==> src/mcppt_pkg.sv <==
package mcppt_pkg;

    localparam int CHANNELS    = 4;
    localparam int TICK_BITS   = 16;
    localparam int CH_BITS     = (CHANNELS > 1) ? $clog2(CHANNELS) : 1;
    localparam int MAX_RESULTS = 4;
    localparam int NRES_BITS   = $clog2(MAX_RESULTS + 1);
    localparam int QUEUE_DEPTH = 2;
    localparam int QPTR_BITS   = (QUEUE_DEPTH > 1) ? $clog2(QUEUE_DEPTH) : 1;
    localparam int QCNT_BITS   = $clog2(QUEUE_DEPTH + 1);
    localparam int CFG_IDX_BITS = 1;

    localparam logic [32:0] TICK_MAX = (33'd1 << TICK_BITS) - 33'd1;

    // register indexes
    localparam logic [CFG_IDX_BITS-1:0] CFG_MIN_INTERVAL = 1'd0;
    localparam logic [CFG_IDX_BITS-1:0] CFG_MAX_INTERVAL = 1'd1;

    // input operation codes
    localparam logic [1:0] OP_TICK  = 2'd0;
    localparam logic [1:0] OP_START = 2'd1;
    localparam logic [1:0] OP_STOP  = 2'd2;

    // result kinds
    localparam logic [1:0] KIND_DRIVE     = 2'd0;
    localparam logic [1:0] KIND_ACCEPTED  = 2'd1;
    localparam logic [1:0] KIND_REJECTED  = 2'd2;
    localparam logic [1:0] KIND_STOP_DONE = 2'd3;

    typedef logic [TICK_BITS-1:0] t_ticks;
    typedef logic [CH_BITS-1:0]   t_ch_idx;

    typedef enum logic [1:0] {
        IV_IDLE  = 2'd0,
        IV_A     = 2'd1,
        IV_B     = 2'd2,
        IV_PAUSE = 2'd3
    } t_ival;

    typedef enum logic [1:0] {
        CMD_TICK  = 2'd0,
        CMD_START = 2'd1,
        CMD_STOP  = 2'd2
    } t_cmd_op;

    typedef enum logic [1:0] {
        BK_IDLE  = 2'd0,
        BK_SCAN  = 2'd1,
        BK_FLUSH = 2'd2
    } t_back_state;

    typedef struct packed {
        logic       power_after_a;
        logic       run_forever;
        logic       pause_enabled;
        logic       b_enabled;
    } t_mode;

    typedef struct packed {
        logic [1:0]  operation;
        logic [1:0]  channel;
        logic [15:0] interval_a_ticks;
        logic [15:0] interval_b_ticks;
        logic [15:0] interval_pause_ticks;
        logic        b_enabled;
        logic        pause_enabled;
        logic        run_forever;
        logic        power_after_a;
        logic [15:0] cycle_count;
        logic [7:0]  seq_steps;
    } t_in;

    typedef struct packed {
        logic [1:0] kind;
        logic [1:0] out_channel;
        logic       powered;
        logic       last;
    } t_out;

    // classified command between front and back
    typedef struct packed {
        t_cmd_op     op;
        logic [1:0]  channel;
        logic        ok;
        logic [15:0] a;
        logic [15:0] b;
        logic [15:0] p;
        t_mode       mode;
        logic [15:0] cyc;
        logic [7:0]  seq_len;
    } t_cmd;

    // per-channel working state, apart from the active interval
    typedef struct packed {
        t_ticks      rem;
        logic [15:0] cyc;
        logic [7:0]  steps;
        t_mode       mode;
        logic [15:0] a;
        logic [15:0] b;
        logic [15:0] p;
        logic [7:0]  seq_len;
    } t_chan;

    function automatic t_ticks sat_ticks(input logic [15:0] v);
        logic [32:0] w;
        w = 33'(v);
        if (w > TICK_MAX) begin
            w = TICK_MAX;
        end
        return TICK_BITS'(w);
    endfunction

endpackage

==> src/mcppt_front.sv <==
module mcppt_front (
    input  logic                                   i_clk,
    input  logic                                   i_rst_n,
    input  logic                                   i_cfg_we,
    input  logic [mcppt_pkg::CFG_IDX_BITS-1:0]     i_cfg_index,
    input  logic [15:0]                            i_cfg_data,
    input  logic                                   i_in_valid,
    input  mcppt_pkg::t_in                         i_in_data,
    output logic                                   o_in_ready,
    input  logic                                   i_q_full,
    output logic                                   o_push,
    output mcppt_pkg::t_cmd                        o_cmd
);

    logic [15:0] r_min_ticks;
    logic [15:0] r_max_ticks;
    logic        in_range;
    logic        start_ok;

    always_ff @(posedge i_clk) begin
        if (!i_rst_n) begin
            r_min_ticks <= 16'd1;
            r_max_ticks <= 16'hFFFF;
        end else if (i_cfg_we) begin
            case (i_cfg_index)
                mcppt_pkg::CFG_MIN_INTERVAL: r_min_ticks <= i_cfg_data;
                mcppt_pkg::CFG_MAX_INTERVAL: r_max_ticks <= i_cfg_data;
                default: ;
            endcase
        end
    end

    assign o_in_ready = !i_q_full;
    assign in_range   = 32'(i_in_data.channel) < mcppt_pkg::CHANNELS;

    // validate the start parameters
    always_comb begin
        start_ok = in_range;
        if (i_in_data.interval_a_ticks > r_max_ticks) start_ok = 1'b0;
        if (i_in_data.b_enabled && (i_in_data.interval_b_ticks > r_max_ticks)) start_ok = 1'b0;
        if (i_in_data.pause_enabled && (i_in_data.interval_pause_ticks > r_max_ticks)) begin
            start_ok = 1'b0;
        end
        if (!i_in_data.run_forever && (i_in_data.cycle_count == 16'd0)) start_ok = 1'b0;
        if (i_in_data.pause_enabled && (i_in_data.seq_steps == 8'd0)) start_ok = 1'b0;
    end

    // classify the beat and clamp enabled intervals
    always_comb begin
        o_push       = 1'b0;
        o_cmd.op     = mcppt_pkg::CMD_TICK;
        o_cmd.ok     = 1'b0;
        o_cmd.channel = i_in_data.channel;
        o_cmd.a      = i_in_data.interval_a_ticks;
        o_cmd.b      = i_in_data.interval_b_ticks;
        o_cmd.p      = i_in_data.interval_pause_ticks;
        o_cmd.mode.b_enabled     = i_in_data.b_enabled;
        o_cmd.mode.pause_enabled = i_in_data.pause_enabled;
        o_cmd.mode.run_forever   = i_in_data.run_forever;
        o_cmd.mode.power_after_a = i_in_data.power_after_a;
        o_cmd.cyc     = i_in_data.cycle_count;
        o_cmd.seq_len = i_in_data.seq_steps;
        if (i_in_data.interval_a_ticks < r_min_ticks) o_cmd.a = r_min_ticks;
        if (i_in_data.b_enabled && (i_in_data.interval_b_ticks < r_min_ticks)) o_cmd.b = r_min_ticks;
        if (i_in_data.pause_enabled && (i_in_data.interval_pause_ticks < r_min_ticks)) begin
            o_cmd.p = r_min_ticks;
        end
        case (i_in_data.operation)
            mcppt_pkg::OP_TICK: begin
                o_cmd.op = mcppt_pkg::CMD_TICK;
                o_push   = i_in_valid && !i_q_full;
            end
            mcppt_pkg::OP_START: begin
                o_cmd.op = mcppt_pkg::CMD_START;
                o_cmd.ok = start_ok;
                o_push   = i_in_valid && !i_q_full;
            end
            mcppt_pkg::OP_STOP: begin
                o_cmd.op = mcppt_pkg::CMD_STOP;
                o_cmd.ok = in_range;
                o_push   = i_in_valid && !i_q_full;
            end
            default: begin
                // unknown operation: take the beat, queue nothing
                o_push = 1'b0;
            end
        endcase
    end

endmodule

==> src/mcppt_queue.sv <==
module mcppt_queue (
    input  logic            i_clk,
    input  logic            i_rst_n,
    input  logic            i_push,
    input  mcppt_pkg::t_cmd i_cmd,
    output logic            o_full,
    output logic            o_valid,
    output mcppt_pkg::t_cmd o_cmd,
    input  logic            i_pop
);

    mcppt_pkg::t_cmd                    r_mem [mcppt_pkg::QUEUE_DEPTH];
    logic [mcppt_pkg::QPTR_BITS-1:0]    r_wr_ptr;
    logic [mcppt_pkg::QPTR_BITS-1:0]    r_rd_ptr;
    logic [mcppt_pkg::QCNT_BITS-1:0]    r_count;
    logic                               do_push;
    logic                               do_pop;

    assign o_full  = r_count == mcppt_pkg::QCNT_BITS'(mcppt_pkg::QUEUE_DEPTH);
    assign o_valid = r_count != '0;
    assign o_cmd   = r_mem[r_rd_ptr];
    assign do_push = i_push && !o_full;
    assign do_pop  = i_pop && o_valid;

    always_ff @(posedge i_clk) begin
        if (do_push) begin
            r_mem[r_wr_ptr] <= i_cmd;
        end
    end

    always_ff @(posedge i_clk) begin
        if (!i_rst_n) begin
            r_wr_ptr <= '0;
            r_rd_ptr <= '0;
            r_count  <= '0;
        end else begin
            if (do_push) begin
                if (r_wr_ptr == mcppt_pkg::QPTR_BITS'(mcppt_pkg::QUEUE_DEPTH - 1)) begin
                    r_wr_ptr <= '0;
                end else begin
                    r_wr_ptr <= r_wr_ptr + mcppt_pkg::QPTR_BITS'(1);
                end
            end
            if (do_pop) begin
                if (r_rd_ptr == mcppt_pkg::QPTR_BITS'(mcppt_pkg::QUEUE_DEPTH - 1)) begin
                    r_rd_ptr <= '0;
                end else begin
                    r_rd_ptr <= r_rd_ptr + mcppt_pkg::QPTR_BITS'(1);
                end
            end
            if (do_push && !do_pop) begin
                r_count <= r_count + mcppt_pkg::QCNT_BITS'(1);
            end else if (do_pop && !do_push) begin
                r_count <= r_count - mcppt_pkg::QCNT_BITS'(1);
            end
        end
    end

endmodule

==> src/mcppt_back.sv <==
module mcppt_back (
    input  logic            i_clk,
    input  logic            i_rst_n,
    input  logic            i_cmd_valid,
    input  mcppt_pkg::t_cmd i_cmd,
    output logic            o_cmd_pop,
    output logic            o_out_valid,
    input  logic            i_out_ready,
    output mcppt_pkg::t_out o_out_data
);

    mcppt_pkg::t_back_state             r_state, n_state;
    mcppt_pkg::t_ch_idx                 r_scan, n_scan;
    mcppt_pkg::t_ival                   r_iv [mcppt_pkg::CHANNELS];
    mcppt_pkg::t_chan                   r_chan [mcppt_pkg::CHANNELS];
    logic                               r_hold_valid, n_hold_valid;
    logic [1:0]                         r_hold_ch, n_hold_ch;
    logic                               r_hold_pw, n_hold_pw;
    logic [mcppt_pkg::NRES_BITS-1:0]    r_nres, n_nres;
    logic                               r_out_valid;
    mcppt_pkg::t_out                    r_out;

    logic                   out_free;
    logic                   out_load;
    mcppt_pkg::t_out        out_val;
    logic                   wr_iv_en;
    logic                   wr_chan_en;
    mcppt_pkg::t_ch_idx     wr_idx;
    mcppt_pkg::t_ival       wr_iv;
    mcppt_pkg::t_chan       wr_chan;
    mcppt_pkg::t_ch_idx     cmd_idx;

    mcppt_pkg::t_ival       sc_iv;
    mcppt_pkg::t_chan       sc_chan;
    mcppt_pkg::t_ival       tk_iv;
    mcppt_pkg::t_chan       tk_chan;
    logic                   tk_res;
    logic                   tk_pw;
    logic                   counted_out;
    logic                   keep;
    logic                   need_out;
    logic                   step;
    logic                   scan_last;

    assign out_free  = !r_out_valid || i_out_ready;
    assign cmd_idx   = mcppt_pkg::CH_BITS'(i_cmd.channel);
    assign sc_iv     = r_iv[r_scan];
    assign sc_chan   = r_chan[r_scan];
    assign scan_last = r_scan == mcppt_pkg::CH_BITS'(mcppt_pkg::CHANNELS - 1);
    assign counted_out = !sc_chan.mode.run_forever && (sc_chan.cyc == 16'd0);
    assign keep      = tk_res && (r_nres < mcppt_pkg::NRES_BITS'(mcppt_pkg::MAX_RESULTS));
    assign need_out  = keep && r_hold_valid;
    assign step      = !need_out || out_free;

    // one tick on the scanned channel: count down or handle the expiry
    always_comb begin
        tk_iv   = sc_iv;
        tk_chan = sc_chan;
        tk_res  = 1'b0;
        tk_pw   = 1'b0;
        if (sc_iv != mcppt_pkg::IV_IDLE) begin
            if (sc_chan.rem > mcppt_pkg::TICK_BITS'(1)) begin
                tk_chan.rem = sc_chan.rem - mcppt_pkg::TICK_BITS'(1);
            end else begin
                case (sc_iv)
                    mcppt_pkg::IV_A: begin
                        tk_res = 1'b1;
                        tk_pw  = sc_chan.mode.power_after_a;
                        if (sc_chan.mode.b_enabled) begin
                            tk_iv       = mcppt_pkg::IV_B;
                            tk_chan.rem = mcppt_pkg::sat_ticks(sc_chan.b);
                        end else begin
                            tk_iv = mcppt_pkg::IV_IDLE;
                        end
                    end
                    mcppt_pkg::IV_B: begin
                        if (sc_chan.mode.b_enabled && !sc_chan.mode.pause_enabled) begin
                            tk_res = 1'b1;
                            if (counted_out) begin
                                tk_iv = mcppt_pkg::IV_IDLE;
                            end else begin
                                tk_pw       = !sc_chan.mode.power_after_a;
                                tk_chan.cyc = sc_chan.cyc - 16'd1;
                                tk_iv       = mcppt_pkg::IV_A;
                                tk_chan.rem = mcppt_pkg::sat_ticks(sc_chan.a);
                            end
                        end else if (sc_chan.mode.b_enabled) begin
                            if (sc_chan.steps == 8'd0) begin
                                tk_iv       = mcppt_pkg::IV_PAUSE;
                                tk_chan.rem = mcppt_pkg::sat_ticks(sc_chan.p);
                            end else begin
                                tk_res        = 1'b1;
                                tk_pw         = !sc_chan.mode.power_after_a;
                                tk_chan.steps = sc_chan.steps - 8'd1;
                                tk_iv         = mcppt_pkg::IV_A;
                                tk_chan.rem   = mcppt_pkg::sat_ticks(sc_chan.a);
                            end
                        end else begin
                            tk_iv = mcppt_pkg::IV_IDLE;
                        end
                    end
                    mcppt_pkg::IV_PAUSE: begin
                        if (counted_out) begin
                            tk_iv = mcppt_pkg::IV_IDLE;
                        end else begin
                            tk_res        = 1'b1;
                            tk_pw         = !sc_chan.mode.power_after_a;
                            tk_chan.steps = sc_chan.seq_len;
                            tk_chan.cyc   = sc_chan.cyc - 16'd1;
                            tk_iv         = mcppt_pkg::IV_A;
                            tk_chan.rem   = mcppt_pkg::sat_ticks(sc_chan.a);
                        end
                    end
                    default: ;
                endcase
            end
        end
    end

    // next state
    always_comb begin
        n_state = r_state;
        case (r_state)
            mcppt_pkg::BK_IDLE: begin
                if (i_cmd_valid && (i_cmd.op == mcppt_pkg::CMD_TICK)) begin
                    n_state = mcppt_pkg::BK_SCAN;
                end
            end
            mcppt_pkg::BK_SCAN: begin
                if (step && scan_last) begin
                    n_state = (r_hold_valid || keep) ? mcppt_pkg::BK_FLUSH : mcppt_pkg::BK_IDLE;
                end
            end
            mcppt_pkg::BK_FLUSH: begin
                if (out_free) begin
                    n_state = mcppt_pkg::BK_IDLE;
                end
            end
            default: n_state = mcppt_pkg::BK_IDLE;
        endcase
    end

    // outputs and datapath control
    always_comb begin
        o_cmd_pop    = 1'b0;
        out_load     = 1'b0;
        out_val      = '0;
        wr_iv_en     = 1'b0;
        wr_chan_en   = 1'b0;
        wr_idx       = r_scan;
        wr_iv        = tk_iv;
        wr_chan      = tk_chan;
        n_scan       = r_scan;
        n_hold_valid = r_hold_valid;
        n_hold_ch    = r_hold_ch;
        n_hold_pw    = r_hold_pw;
        n_nres       = r_nres;
        case (r_state)
            mcppt_pkg::BK_IDLE: begin
                if (i_cmd_valid) begin
                    case (i_cmd.op)
                        mcppt_pkg::CMD_TICK: begin
                            o_cmd_pop    = 1'b1;
                            n_scan       = '0;
                            n_hold_valid = 1'b0;
                            n_nres       = '0;
                        end
                        mcppt_pkg::CMD_START: begin
                            if (out_free) begin
                                o_cmd_pop           = 1'b1;
                                out_load            = 1'b1;
                                out_val.kind        = i_cmd.ok ? mcppt_pkg::KIND_ACCEPTED
                                                               : mcppt_pkg::KIND_REJECTED;
                                out_val.out_channel = i_cmd.channel;
                                out_val.last        = 1'b1;
                                wr_iv_en            = i_cmd.ok;
                                wr_chan_en          = i_cmd.ok;
                                wr_idx              = cmd_idx;
                                wr_iv               = mcppt_pkg::IV_A;
                                wr_chan.rem         = mcppt_pkg::sat_ticks(i_cmd.a);
                                wr_chan.cyc         = i_cmd.cyc;
                                wr_chan.steps       = i_cmd.seq_len;
                                wr_chan.mode        = i_cmd.mode;
                                wr_chan.a           = i_cmd.a;
                                wr_chan.b           = i_cmd.b;
                                wr_chan.p           = i_cmd.p;
                                wr_chan.seq_len     = i_cmd.seq_len;
                            end
                        end
                        mcppt_pkg::CMD_STOP: begin
                            if (out_free) begin
                                o_cmd_pop           = 1'b1;
                                out_load            = 1'b1;
                                out_val.kind        = mcppt_pkg::KIND_STOP_DONE;
                                out_val.out_channel = i_cmd.channel;
                                out_val.last        = 1'b1;
                                wr_iv_en            = i_cmd.ok;
                                wr_idx              = cmd_idx;
                                wr_iv               = mcppt_pkg::IV_IDLE;
                            end
                        end
                        default: o_cmd_pop = 1'b1;
                    endcase
                end
            end
            mcppt_pkg::BK_SCAN: begin
                if (step) begin
                    wr_iv_en   = 1'b1;
                    wr_chan_en = 1'b1;
                    if (need_out) begin
                        out_load            = 1'b1;
                        out_val.kind        = mcppt_pkg::KIND_DRIVE;
                        out_val.out_channel = r_hold_ch;
                        out_val.powered     = r_hold_pw;
                        out_val.last        = 1'b0;
                    end
                    if (keep) begin
                        n_hold_valid = 1'b1;
                        n_hold_ch    = 2'(r_scan);
                        n_hold_pw    = tk_pw;
                        n_nres       = r_nres + mcppt_pkg::NRES_BITS'(1);
                    end
                    if (!scan_last) begin
                        n_scan = r_scan + mcppt_pkg::CH_BITS'(1);
                    end
                end
            end
            mcppt_pkg::BK_FLUSH: begin
                if (out_free) begin
                    out_load            = 1'b1;
                    out_val.kind        = mcppt_pkg::KIND_DRIVE;
                    out_val.out_channel = r_hold_ch;
                    out_val.powered     = r_hold_pw;
                    out_val.last        = 1'b1;
                    n_hold_valid        = 1'b0;
                end
            end
            default: ;
        endcase
    end

    always_ff @(posedge i_clk) begin
        if (wr_chan_en) begin
            r_chan[wr_idx] <= wr_chan;
        end
        if (out_load) begin
            r_out <= out_val;
        end
        r_hold_ch <= n_hold_ch;
        r_hold_pw <= n_hold_pw;
    end

    always_ff @(posedge i_clk) begin
        if (!i_rst_n) begin
            r_state      <= mcppt_pkg::BK_IDLE;
            r_scan       <= '0;
            r_hold_valid <= 1'b0;
            r_nres       <= '0;
            r_out_valid  <= 1'b0;
            for (int i = 0; i < mcppt_pkg::CHANNELS; i++) begin
                r_iv[i] <= mcppt_pkg::IV_IDLE;
            end
        end else begin
            r_state      <= n_state;
            r_scan       <= n_scan;
            r_hold_valid <= n_hold_valid;
            r_nres       <= n_nres;
            if (out_load) begin
                r_out_valid <= 1'b1;
            end else if (i_out_ready) begin
                r_out_valid <= 1'b0;
            end
            if (wr_iv_en) begin
                r_iv[wr_idx] <= wr_iv;
            end
        end
    end

    assign o_out_valid = r_out_valid;
    assign o_out_data  = r_out;

endmodule

==> src/multi_channel_pulse_pattern_timer.sv <==
// Four-channel pulse pattern timer. Each channel runs one-shot, PWM or
// sequence patterns counted in ticks; a start beat validates and loads a
// channel, a stop beat clears it, and a tick beat counts down every armed
// channel and emits at most one drive result per expiry, in channel order.
// Input beats are accepted every cycle while the two-entry command queue
// has room. The execution side handles a start or stop straight from its
// idle state, and a tick by a queue pop and then a walk of one channel per
// cycle unless a drive result waits for the output register, plus a flush
// of the final drive result when the tick produced any; this walk over the
// channel state is what sets the tick rate. Results leave through an
// output register backed by a one-entry hold slot: a tick starts its walk
// while an earlier result still waits to be taken, but a start or stop, a
// tick's second drive result and the final flush each wait until that
// register is free, so a stalled receiver holds all of these back.
// Configuration writes take effect at the next accepted beat.
module multi_channel_pulse_pattern_timer (
    input  logic                                i_clk,
    input  logic                                i_rst_n,
    // configuration write port
    input  logic                                i_cfg_we,
    input  logic [mcppt_pkg::CFG_IDX_BITS-1:0]  i_cfg_index,
    input  logic [15:0]                         i_cfg_data,
    // input beats
    input  logic                                i_in_valid,
    output logic                                o_in_ready,
    input  mcppt_pkg::t_in                      i_in_data,
    // result beats
    output logic                                o_out_valid,
    input  logic                                i_out_ready,
    output mcppt_pkg::t_out                     o_out_data
);

    // front to queue
    logic            q_full;
    logic            q_push;
    mcppt_pkg::t_cmd q_in_cmd;

    // queue to back
    logic            q_valid;
    logic            q_pop;
    mcppt_pkg::t_cmd q_head;

    // Classify each beat, check start parameters against the limits and
    // clamp enabled intervals; drop unknown operations here.
    mcppt_front u_front (
        .i_clk       (i_clk),
        .i_rst_n     (i_rst_n),
        .i_cfg_we    (i_cfg_we),
        .i_cfg_index (i_cfg_index),
        .i_cfg_data  (i_cfg_data),
        .i_in_valid  (i_in_valid),
        .i_in_data   (i_in_data),
        .o_in_ready  (o_in_ready),
        .i_q_full    (q_full),
        .o_push      (q_push),
        .o_cmd       (q_in_cmd)
    );

    // Hold classified commands so the front keeps accepting while the back
    // walks the channels on a tick.
    mcppt_queue u_queue (
        .i_clk   (i_clk),
        .i_rst_n (i_rst_n),
        .i_push  (q_push),
        .i_cmd   (q_in_cmd),
        .o_full  (q_full),
        .o_valid (q_valid),
        .o_cmd   (q_head),
        .i_pop   (q_pop)
    );

    // Own the channel state; execute start, stop and tick commands and
    // drive the output register.
    mcppt_back u_back (
        .i_clk       (i_clk),
        .i_rst_n     (i_rst_n),
        .i_cmd_valid (q_valid),
        .i_cmd       (q_head),
        .o_cmd_pop   (q_pop),
        .o_out_valid (o_out_valid),
        .i_out_ready (i_out_ready),
        .o_out_data  (o_out_data)
    );

endmodule
==> config.mk <==
export PLATFORM = sky130hd
export DESIGN_NAME = multi_channel_pulse_pattern_timer
export DESIGN_NICKNAME = d
export VERILOG_FILES = /design/src/mcppt_pkg.sv /design/src/mcppt_front.sv /design/src/mcppt_queue.sv /design/src/mcppt_back.sv /design/src/multi_channel_pulse_pattern_timer.sv
export SDC_FILE = /design/constraint.sdc
export NUM_CORES = 1
export LEC_CHECK = 0
export BUFFER_PORTS_ARGS = -buffer_cell sky130_fd_sc_hd__buf_2
export CAP_MARGIN = 20
export CORE_MARGIN = 4
export CORE_UTILIZATION = 35
export CTS_BUF_LIST = sky130_fd_sc_hd__clkbuf_2
export DETAILED_ROUTE_END_ITERATION = 12
export PLACE_DENSITY = 0.57
export SYNTH_ARGS = -nofsm -noshare
export SYNTH_HDL_FRONTEND = slang
export SYNTH_SLANG_ARGS = --single-unit
==> constraint.sdc <==
create_clock -name i_clk -period 9.2 [get_ports i_clk]
set_input_delay 0 -clock i_clk [delete_from_list [all_inputs] [get_ports i_clk]]
set_output_delay 0 -clock i_clk [all_outputs]
set_load 0.01 [all_outputs]
# Yosys cells after proc, flatten, opt, wreduce, memory -nomap -nowiden
# Memory sizes are Yosys's and may differ from the RTL's. A register that Yosys moved wholly into a read port is not among the register bits.
# Cells that the tools add are included.
# totals
reg_bits	54
ram_bits	570
inputBits	102
out_inout_bits	8
wordCells	241
n_memories	3
# memory_table
memory	words	width	read_ports	rd_ports_with_merged_regs	wr	line_no	text
u_back.r_chan	4	100	1	1	1	mcppt_back.sv:15	mcppt_pkg::t_chan r_chan [mcppt_pkg::CHANNELS];
u_queue.r_mem	2	81	1	1	1	mcppt_queue.sv:12	mcppt_pkg::t_cmd r_mem [mcppt_pkg::QUEUE_DEPTH];
u_back.r_iv	4	2	1	1	4	mcppt_back.sv:14	mcppt_pkg::t_ival r_iv [mcppt_pkg::CHANNELS];
# op_classes
addsub	9
magnitude_cmp	8
n_eq_ne	19
n_mux	131
bitwise_logic	2
n_reduce_logical	53
# op_table
cell	n
2-to-1 mux 100 bit	4
2-to-1 mux 16 bit	9
2-to-1 mux 40 bit	2
2-to-1 mux 2 bit	31
2-to-1 mux 1 bit	51
> comparator 16 bit	3
< comparator 16 bit	3
case mux 16 bit (3 select lines)	1
case mux 24 bit (2 select lines)	1
logical NOT 16 bit	2
2-to-1 mux 32 bit	1
subtractor 16 x 1 -> 16 bit (second input constant)	2
2-to-1 mux 24 bit	1
2-to-1 mux 8 bit	3
2-to-1 mux 4 bit	5
logical AND 1 bit	17
> comparator 16 x 1 -> 1 bit (second input constant)	1
logical NOT 8 bit	2
case mux 1 bit (3 select lines)	5
equality test 2 bit (second input constant)	7
inequality test 2 x 1 -> 1 bit (second input constant)	7
2-to-1 mux 3 bit	4
case mux 2 bit (2 select lines)	3
case mux 2 bit (3 select lines)	2
other kinds (25)	55

# Longest topological paths before layout
# Gate-level depths: netlist of run 1.
# logic_depth
ltp_word	18
depth_mapped	17
mapped_depth_nobuf	11

# By module
# A second synthesis of run 1 with hierarchy kept.
# unflattened
cells_unflattened	2129
hier_area_um2	29970.0
# modules_own_cells
mod	instances	cells_per_inst	area_per_inst_um2	seq_area_each_um2
mcppt_back	1	1355	19542.5	12742.2
mcppt_queue	1	277	6108.4	4964.8
mcppt_front	1	497	4319.1	640.6

# Worst setup path before layout of run 1
# OpenSTA, ideal clock, no wires.
# synth_path
path_kind	reg-to-reg
from	register with a tool-made name
to	memory u_back.r_chan[0][0] in the netlist's numbering, enable pin
setup_time_ns	0.560
t_arrival_ns	7.086
required_ns	8.640
setup_slack_ns	1.554
path_stages_with_launch	15
n_path_buf	5
period_less_slack_ns	7.646
path_cell_list	dfxtp_1 > buf_6 > buf_6 > buf_6 > buf_6 > buf_4 > mux4_2 > inv_1 > ha_1 > nor3b_1 > a31o_2 > a21oi_2 > nand3_1 > o21ai_0 > nor2_1
# synth_rtl
element	line_no
end, declared	mcppt_back.sv:15

==> out/metrics.yaml, run 1 <==
outcome:
  status: "finished, final reports clean"
route:
  vias: 19600
  avgViaCountPerCell: 5.26
  wl_per_cell_um: 21.0
  drc: 0
  drt-pass1-iter-count: 5
  routed_wl_mm: 78.3
  drtIter0Drc: 1359
  ant_nets: 0
sta:
  hold_viol: 0
  period_share: 0.669
  final_max_slew_viol_count: 0
  max_clock_freq_mhz: 163
  grt_setup_unrepaired: "false"
  holdWs_ns: 0.256
  setup_tns_ns: 0
  fin_crit_ns: 6.15
  worst-slew-pin-transition_ns: 1.20
  fin_ws_ns: 3.05
  maxSlewHeadroom: 0.197
  finClkSkew_ns: 0.0994
  setup_viol: 0
logic_synthesis:
  synth_seq_cells: 627
  yosysTopAreaCell: "edfxtp_1"
  synth-seq-area-share: 0.629
  syn_nets: 2237
  synth_area_leaders: "edfxtp_1, mux4_2, ha_1"
  synth.avg_cell_area_um2: 14.4
  ys.flop_type: "edfxtp_1"
  ys_warn_count: 0
  ys_async_sr_fraction: 0
  syn_area_um2: 29200
  synthCells: 2023
  synth_edf_count: 579
  synth_most_common_cell: "edfxtp_1"
  synthDominantCellAreaShare: 0.596
  ys_types: 73
  netlist_top_cells_count: "edfxtp_1, nand2_1, ha_1, o21ai_0, mux4_2"
worst_setup_path:
  path_max_fanout: 104
  crit_path_end_kind: "flop"
  reg2reg_slack_ns: 3.05
  cp.required_ns: 10.06
  cp-start-kind: "flop"
  r2r_cells: 12
  crit_arrival_ns: 7.01
  critical_path_class: "reg -> reg"
pwr:
  cellLeakagePower_nw: 12.6
  pwr_density_cell_nw_per_um2: 242
  vdd_ir_drop_max_uv: 118
  p_total_mw: 8.59
placement:
  hpwl_mm: 49.7
  placed_cell_area_um2: 30900
  port_buffers: 109
  dp_slack_ns: 3.12
  placed_cells: 3131
  place_congestion: 0.907
clock_network:
  ctsHtreeMaxLevel: 4
  cts.path.max_buffers: 3
  ctsResizeCount: 0
  clock_latency_ns: 1.29
  cts_root_buf: "clkbuf_2"
  clkTransAtPathRegs_ns: 0.10
  cts_sinks: 627
  cts_tree: "built"
  numCtsBuffers: 158
min_path:
  min_path_type: "in -> reg"
  hold_depth: 3
die:
  core_area_um2: 82400
  boundaryPins: 110
  num_rows: 105
  die-width_um: 297
  die_h_um: 297
  die_area_um2: 88000
  start_util: 0.354
global_routing:
  antenna_found_initial: 2
  grt_pass1_vias: 20500
  grt_pass1_wl_mm: 120
  grt.overflow.total: 0
  grt_max_degree: 105
  grt_use_total: 0.175
layout:
  layout-drive-gt1-share: 0.221
  layout.cells.non_filler: 3727
  nNetsFinal: 2761
  fin_util: 0.432
  fin_area_um2: 35600
  area_growth_pct: 21.9
flow_run:
  maxCapViolCount: 0
-- critical path: stages, from the launching register on --
cell and delay (ns):
dfxtp_4 0.36, buf_12 0.42, mux4_2 0.66, or4_1 0.71, nor4_4 0.32, buf_4 0.34
a21oi_2 0.19, nand3_1 0.19, o21ai_0 0.28, clkbuf_2 0.24, nor2_4 0.10, buf_4 0.59
buf_4 0.77
-- layout make-up --
class	instances	area, um^2
Clock buffer	230	1150
Clock inverter	38	246
Tap cell	1070	1340
Multi-Input combinational cell	1245	10300
Sequential cell	627	18400
Inverter	59	221
Fill cell	7369	46800
Timing Repair Buffer	456	3990
Antenna cell	2	5.00
-- layer usage --
layer,part of all wire,vias up,global-route usage,wire length (um)
met1,0.42,9678,0.220,32600
met4,0.039,0,0.0820,3060
met5,0,-,0,0
li1,-,9040,-,-
met3,0.055,185,0.0343,4270
met2,0.49,718,0.294,38300
-- power breakdown --
part	switching, mW	leakage, nW	internal, mW	total [mW]
combinational	1.76	5.83	0.989	2.75
sequential	0.123	5.69	3.89	4.02
clock	1.08	1.09	0.750	1.83
total	2.96	12.6	5.63	8.59
-- path summary, 6_finish.rpt --
check                                         endpoint                   start
worst max-delay path              u_back.r_chan[2][67]                    flop
worst min-delay path              u_queue.r_mem[1][25]           i_in_data[26]
worst max register to register    u_back.r_chan[2][67]                    flop
worst min register to register  u_front.r_min_ticks[9]  u_front.r_min_ticks[9]
-- timing repair --
item / CTS / global route
hold endpoints to repair: 580 / 0
buffers inserted: 0 / 0
hold buffers: 324 / 0
-- layout by cell type (no fill, tap or decap), types with 6 or more instances in the layout --
| cell type | n |
|---|---|
| clkbuf_2 | 231 |
| o221ai_1 | 20 |
| nor2_1 | 95 |
| or3_1 | 9 |
| mux4_2 | 101 |
| mux2i_1 | 81 |
| o21ai_0 | 112 |
| nand2_1 | 192 |
| dlygate4sd3_1 | 324 |
| nor3b_1 | 6 |
| nand2b_1 | 18 |
| clkinv_2 | 8 |
| inv_1 | 58 |
| o22ai_1 | 7 |
| xor2_1 | 10 |
| nor2b_1 | 33 |
| o21a_1 | 8 |
| nor3_1 | 18 |
| a211oi_1 | 19 |
| a31oi_1 | 8 |
| nor4_1 | 8 |
| mux2_2 | 64 |
| buf_4 | 19 |
| a21oi_1 | 84 |
| edfxtp_1 | 579 |
| buf_2 | 109 |
| dfxtp_1 | 45 |
| or4_1 | 7 |
| ha_1 | 112 |
| and2_1 | 8 |
| o211ai_1 | 26 |
| clkinv_1 | 20 |
| a21o_1 | 24 |
| nand3_1 | 29 |
| a21boi_0 | 21 |
| xnor2_1 | 10 |
| nand4_1 | 23 |
-- kinds of logic after synthesis --
kind of cell	share of synthesized area
AOI/OAI and AO/OA	0.0818
xor gates and xnor gates	0.00600
adders and majority gates	0.0480
buffers and inverters	0.0217
DFF	0.629
muxes	0.130
and+or+nand+nor	0.0830
-- registers in the layout (all words and copies together), names as in the netlist, named ones only --
signal,cells
u_back.o_out_valid,1
u_back.r_nres,3
u_queue.r_count,2
u_back.o_out_data,6
u_back.r_hold_valid,1
u_front.r_max_ticks,16
u_back.r_hold_pw,1
u_queue.r_mem,162
u_queue.r_rd_ptr,1
u_front.r_min_ticks,16
u_back.r_scan,2
u_queue.r_wr_ptr,1
u_back.r_hold_ch,2
u_back.r_iv,8
u_back.r_chan,400
u_back.r_state,2
Power figures use the tool's default switching activity.
==> inputs of run 2 (changes only) <==
--- a/config.mk
+++ b/config.mk
@@ -5,6 +5,7 @@
 export SDC_FILE = /design/constraint.sdc
 export NUM_CORES = 1
 export LEC_CHECK = 0
+export ABC_AREA = 1
 export BUFFER_PORTS_ARGS = -buffer_cell sky130_fd_sc_hd__buf_2
 export CAP_MARGIN = 20
 export CORE_MARGIN = 4
==> constraint.sdc (replaced) <==
create_clock -name i_clk -period 6.2 [get_ports i_clk]
set_input_delay 0 -clock i_clk [delete_from_list [all_inputs] [get_ports i_clk]]
set_output_delay 0 -clock i_clk [all_outputs]
set_load 0.01 [all_outputs]
==> run 2 against run 1 <==
  * Clock power grew 63%
  * Die area grew 4.3%
  * Critical path depth grew 2
  * Sequential share of layout area shrank 1.9 points
  * Sequential power grew 59%
  * Combinational power grew 100%
  * Sequential cell count is the same
  * Core utilization shrank 0.17 points
  * Largest cell class unchanged
==> out/metrics.yaml, run 2 <==
flow_run:
  maxCapViolCount: 0
clock_network:
  cts_tree: "built"
  ctsHtreeMaxLevel: 4
  cts_root_buf: "clkbuf_2"
  cts.path.max_buffers: 3
  cts_sinks: 627
  clock_latency_ns: 1.35
  numCtsBuffers: 156
  clkTransAtPathRegs_ns: 0.11
sta:
  worst-slew-pin-transition_ns: 1.09
  setup_tns_ns: 0
  grt_setup_unrepaired: "false"
  period_share: 0.923
  setup_viol: 0
  max_clock_freq_mhz: 175
  maxSlewHeadroom: 0.273
  fin_ws_ns: 0.480
  fin_crit_ns: 5.72
  holdWs_ns: 0.193
  hold_viol: 0
  final_max_slew_viol_count: 0
  finClkSkew_ns: 0.0950
logic_synthesis:
  ys_async_sr_fraction: 0
  syn_nets: 3242
  syn_area_um2: 30500
  synth_fa_ha_area_frac: 0.0460
  synth_area_leaders: "edfxtp_1, nand2_1, ha_1"
  synth.avg_cell_area_um2: 10.1
  synth-seq-area-share: 0.602
  synth_seq_cells: 627
  synthSimpleGateAreaFrac: 0.182
  ys_warn_count: 0
  yosysTopAreaCell: "edfxtp_1"
  synthXorXnorAreaFrac: 0.00316
  synth_top_family_by_area: "simple AND/OR/NAND/NOR gates"
  muxShareOfSynthArea: 0.000986
  netlist_top_cells_count: "nand2_1, edfxtp_1, o21ai_0, inv_1, a21oi_1"
  ys_types: 60
  synth_compound_area_frac: 0.119
  synth_most_common_cell: "nand2_1"
  synth_edf_count: 579
  ys.flop_type: "edfxtp_1"
  synthDominantCellAreaShare: 0.571
  synthCells: 3028
min_path:
  hold_depth: 5
  min_to: "u_queue.r_mem[1][59]"
  min_path_type: "in -> reg"
  hp-start: "i_in_data[59]"
die:
  die_h_um: 303
  die-width_um: 303
  core_area_um2: 85800
  num_rows: 107
  die_area_um2: 91800
  start_util: 0.355
  boundaryPins: 110
placement:
  port_buffers: 109
  placed_cells: 4178
  place_congestion: 0.942
  dp_slack_ns: 1.27
  hpwl_mm: 56.4
layout:
  fill_cells: 8027
  top_register: "u_back.r_chan"
  layout-drive-gt1-share: 0.129
  layout_commonest_cell: "nand2_1"
  layout.cells.non_filler: 4773
  multi_input_area_um2: 10700
  nNetsFinal: 3725
  reg_top3: "u_back.r_chan: 400 flops, u_queue.r_mem: 162 flops"
  area_growth_pct: 21.1
  regArea_um2: 18400
  largest_register_ffs: 400
  final_cell_mix: "nand2_1, edfxtp_1, dlygate4sd3_1"
worst_setup_path:
  reg2reg_slack_ns: 0.48
  reg2reg_from: "u_front.r_min_ticks[15]"
  crit_arrival_ns: 6.82
  critical_path_class: "reg -> reg"
  cp-start-kind: "flop"
  crit_path_end_kind: "flop"
  path_max_fanout: 21
  cp.required_ns: 7.30
  r2r_cells: 14
  worstReg2RegEnd: "u_queue.r_mem[0][64]"
route:
  wl_per_cell_um: 19.1
  drt-pass1-iter-count: 6
  avgViaCountPerCell: 5.15
  drtIter0Drc: 2207
  ant_nets: 0
  routed_wl_mm: 91.4
  drc: 0
  vias: 24600
global_routing:
  grt_pass1_wl_mm: 141
  antenna_found_initial: 3
  grt.overflow.total: 0
  grt_use_total: 0.199
  grt_pass1_vias: 24200
  grt_max_degree: 90
outcome:
  status: "finished, final reports clean"
pwr:
  pwr_density_cell_nw_per_um2: 405
  vdd_ir_drop_max_uv: 237
  cellLeakagePower_nw: 14.4
[run 2: cells by family (layout without fill, tap and decap cells)]
group,after synthesis,count (layout)
simple gates,1318,1318
buf+inv,344,941
compound gates,613,613
mux,3,3
other cells,0,4
fa+ha+maj,112,112
flops,627,627
xor+xnor,11,11
[run 2: worst max path at each step]
stage,from,to,cells past startpoint,slack (ns)
3_3_place_gp,flop,u_back.r_chan[1][89],18,1.34
6_report,u_front.r_min_ticks[15],u_queue.r_mem[0][64],14,0.48
5_1_grt,u_front.r_min_ticks[15],u_queue.r_mem[0][64],14,0.18
2_1_floorplan,flop,u_back.r_chan[3][0],20,-0.61
4_1_cts,u_front.r_min_ticks[15],u_queue.r_mem[0][64],14,0.64
3_5_place_dp,flop,u_back.r_chan[1][15],18,1.27
[run 2: what timing repair did]
item	4_1_cts	5_1_grt
hold buffers	319	0
setup buffers	0	0
hold endpoints to repair	696	0
gates resized for setup	0	0
[run 2: power by group]
part / switching (mW) / internal (mW)
clock: 1.69 / 1.29
sequential: 0.223 / 6.17
combinational: 4.04 / 1.54
total: 5.95 / 9.00
[run 2: worst max-delay path: stages, from the launching register on]
cell	delay, ns
dfxtp_1	0.30
inv_1	0.23
ha_1	0.31
a21oi_1	0.15
dlygate4sd3_1	0.56
o21ai_0	0.07
dlygate4sd3_1	0.56
a21oi_1	0.12
dlygate4sd3_1	0.58
nand2_1	0.35
dlygate4sd3_1	0.89
nand2_1	0.13
dlygate4sd3_1	0.55
o21ai_0	0.08
dlygate4sd3_1	0.60
[run 2: metal layers]
metal  track usage  up-vias  wire length, um
met2         0.312      950            41300
met3        0.0401      237             5770
li1              -    11800                -
met1         0.262    11600            39900
met5             0        -               13
met4         0.104        2             4440
[run 2: through the flow]
step	power (mW)	area (um^2)	util
floorplan	10.1	30500	-
global placement	11.8	32200	0.375
detailed placement	11.8	32200	0.375
CTS	15.0	36900	0.430
global route	16.0	36900	0.430
finish	15.0	36900	0.430
[run 2: final cells by class]
| class | count | area share |
|---|---|---|
| clock inverters | 50 | 0.0112 |
| flip-flops and latches | 627 | 0.497 |
| multi-input cells | 2057 | 0.291 |
| diodes | 4 | 0.000271 |
| well taps | 1144 | 0.0388 |
| repair buffers | 469 | 0.111 |
| inverters | 200 | 0.0206 |
| clock buffers | 222 | 0.0301 |
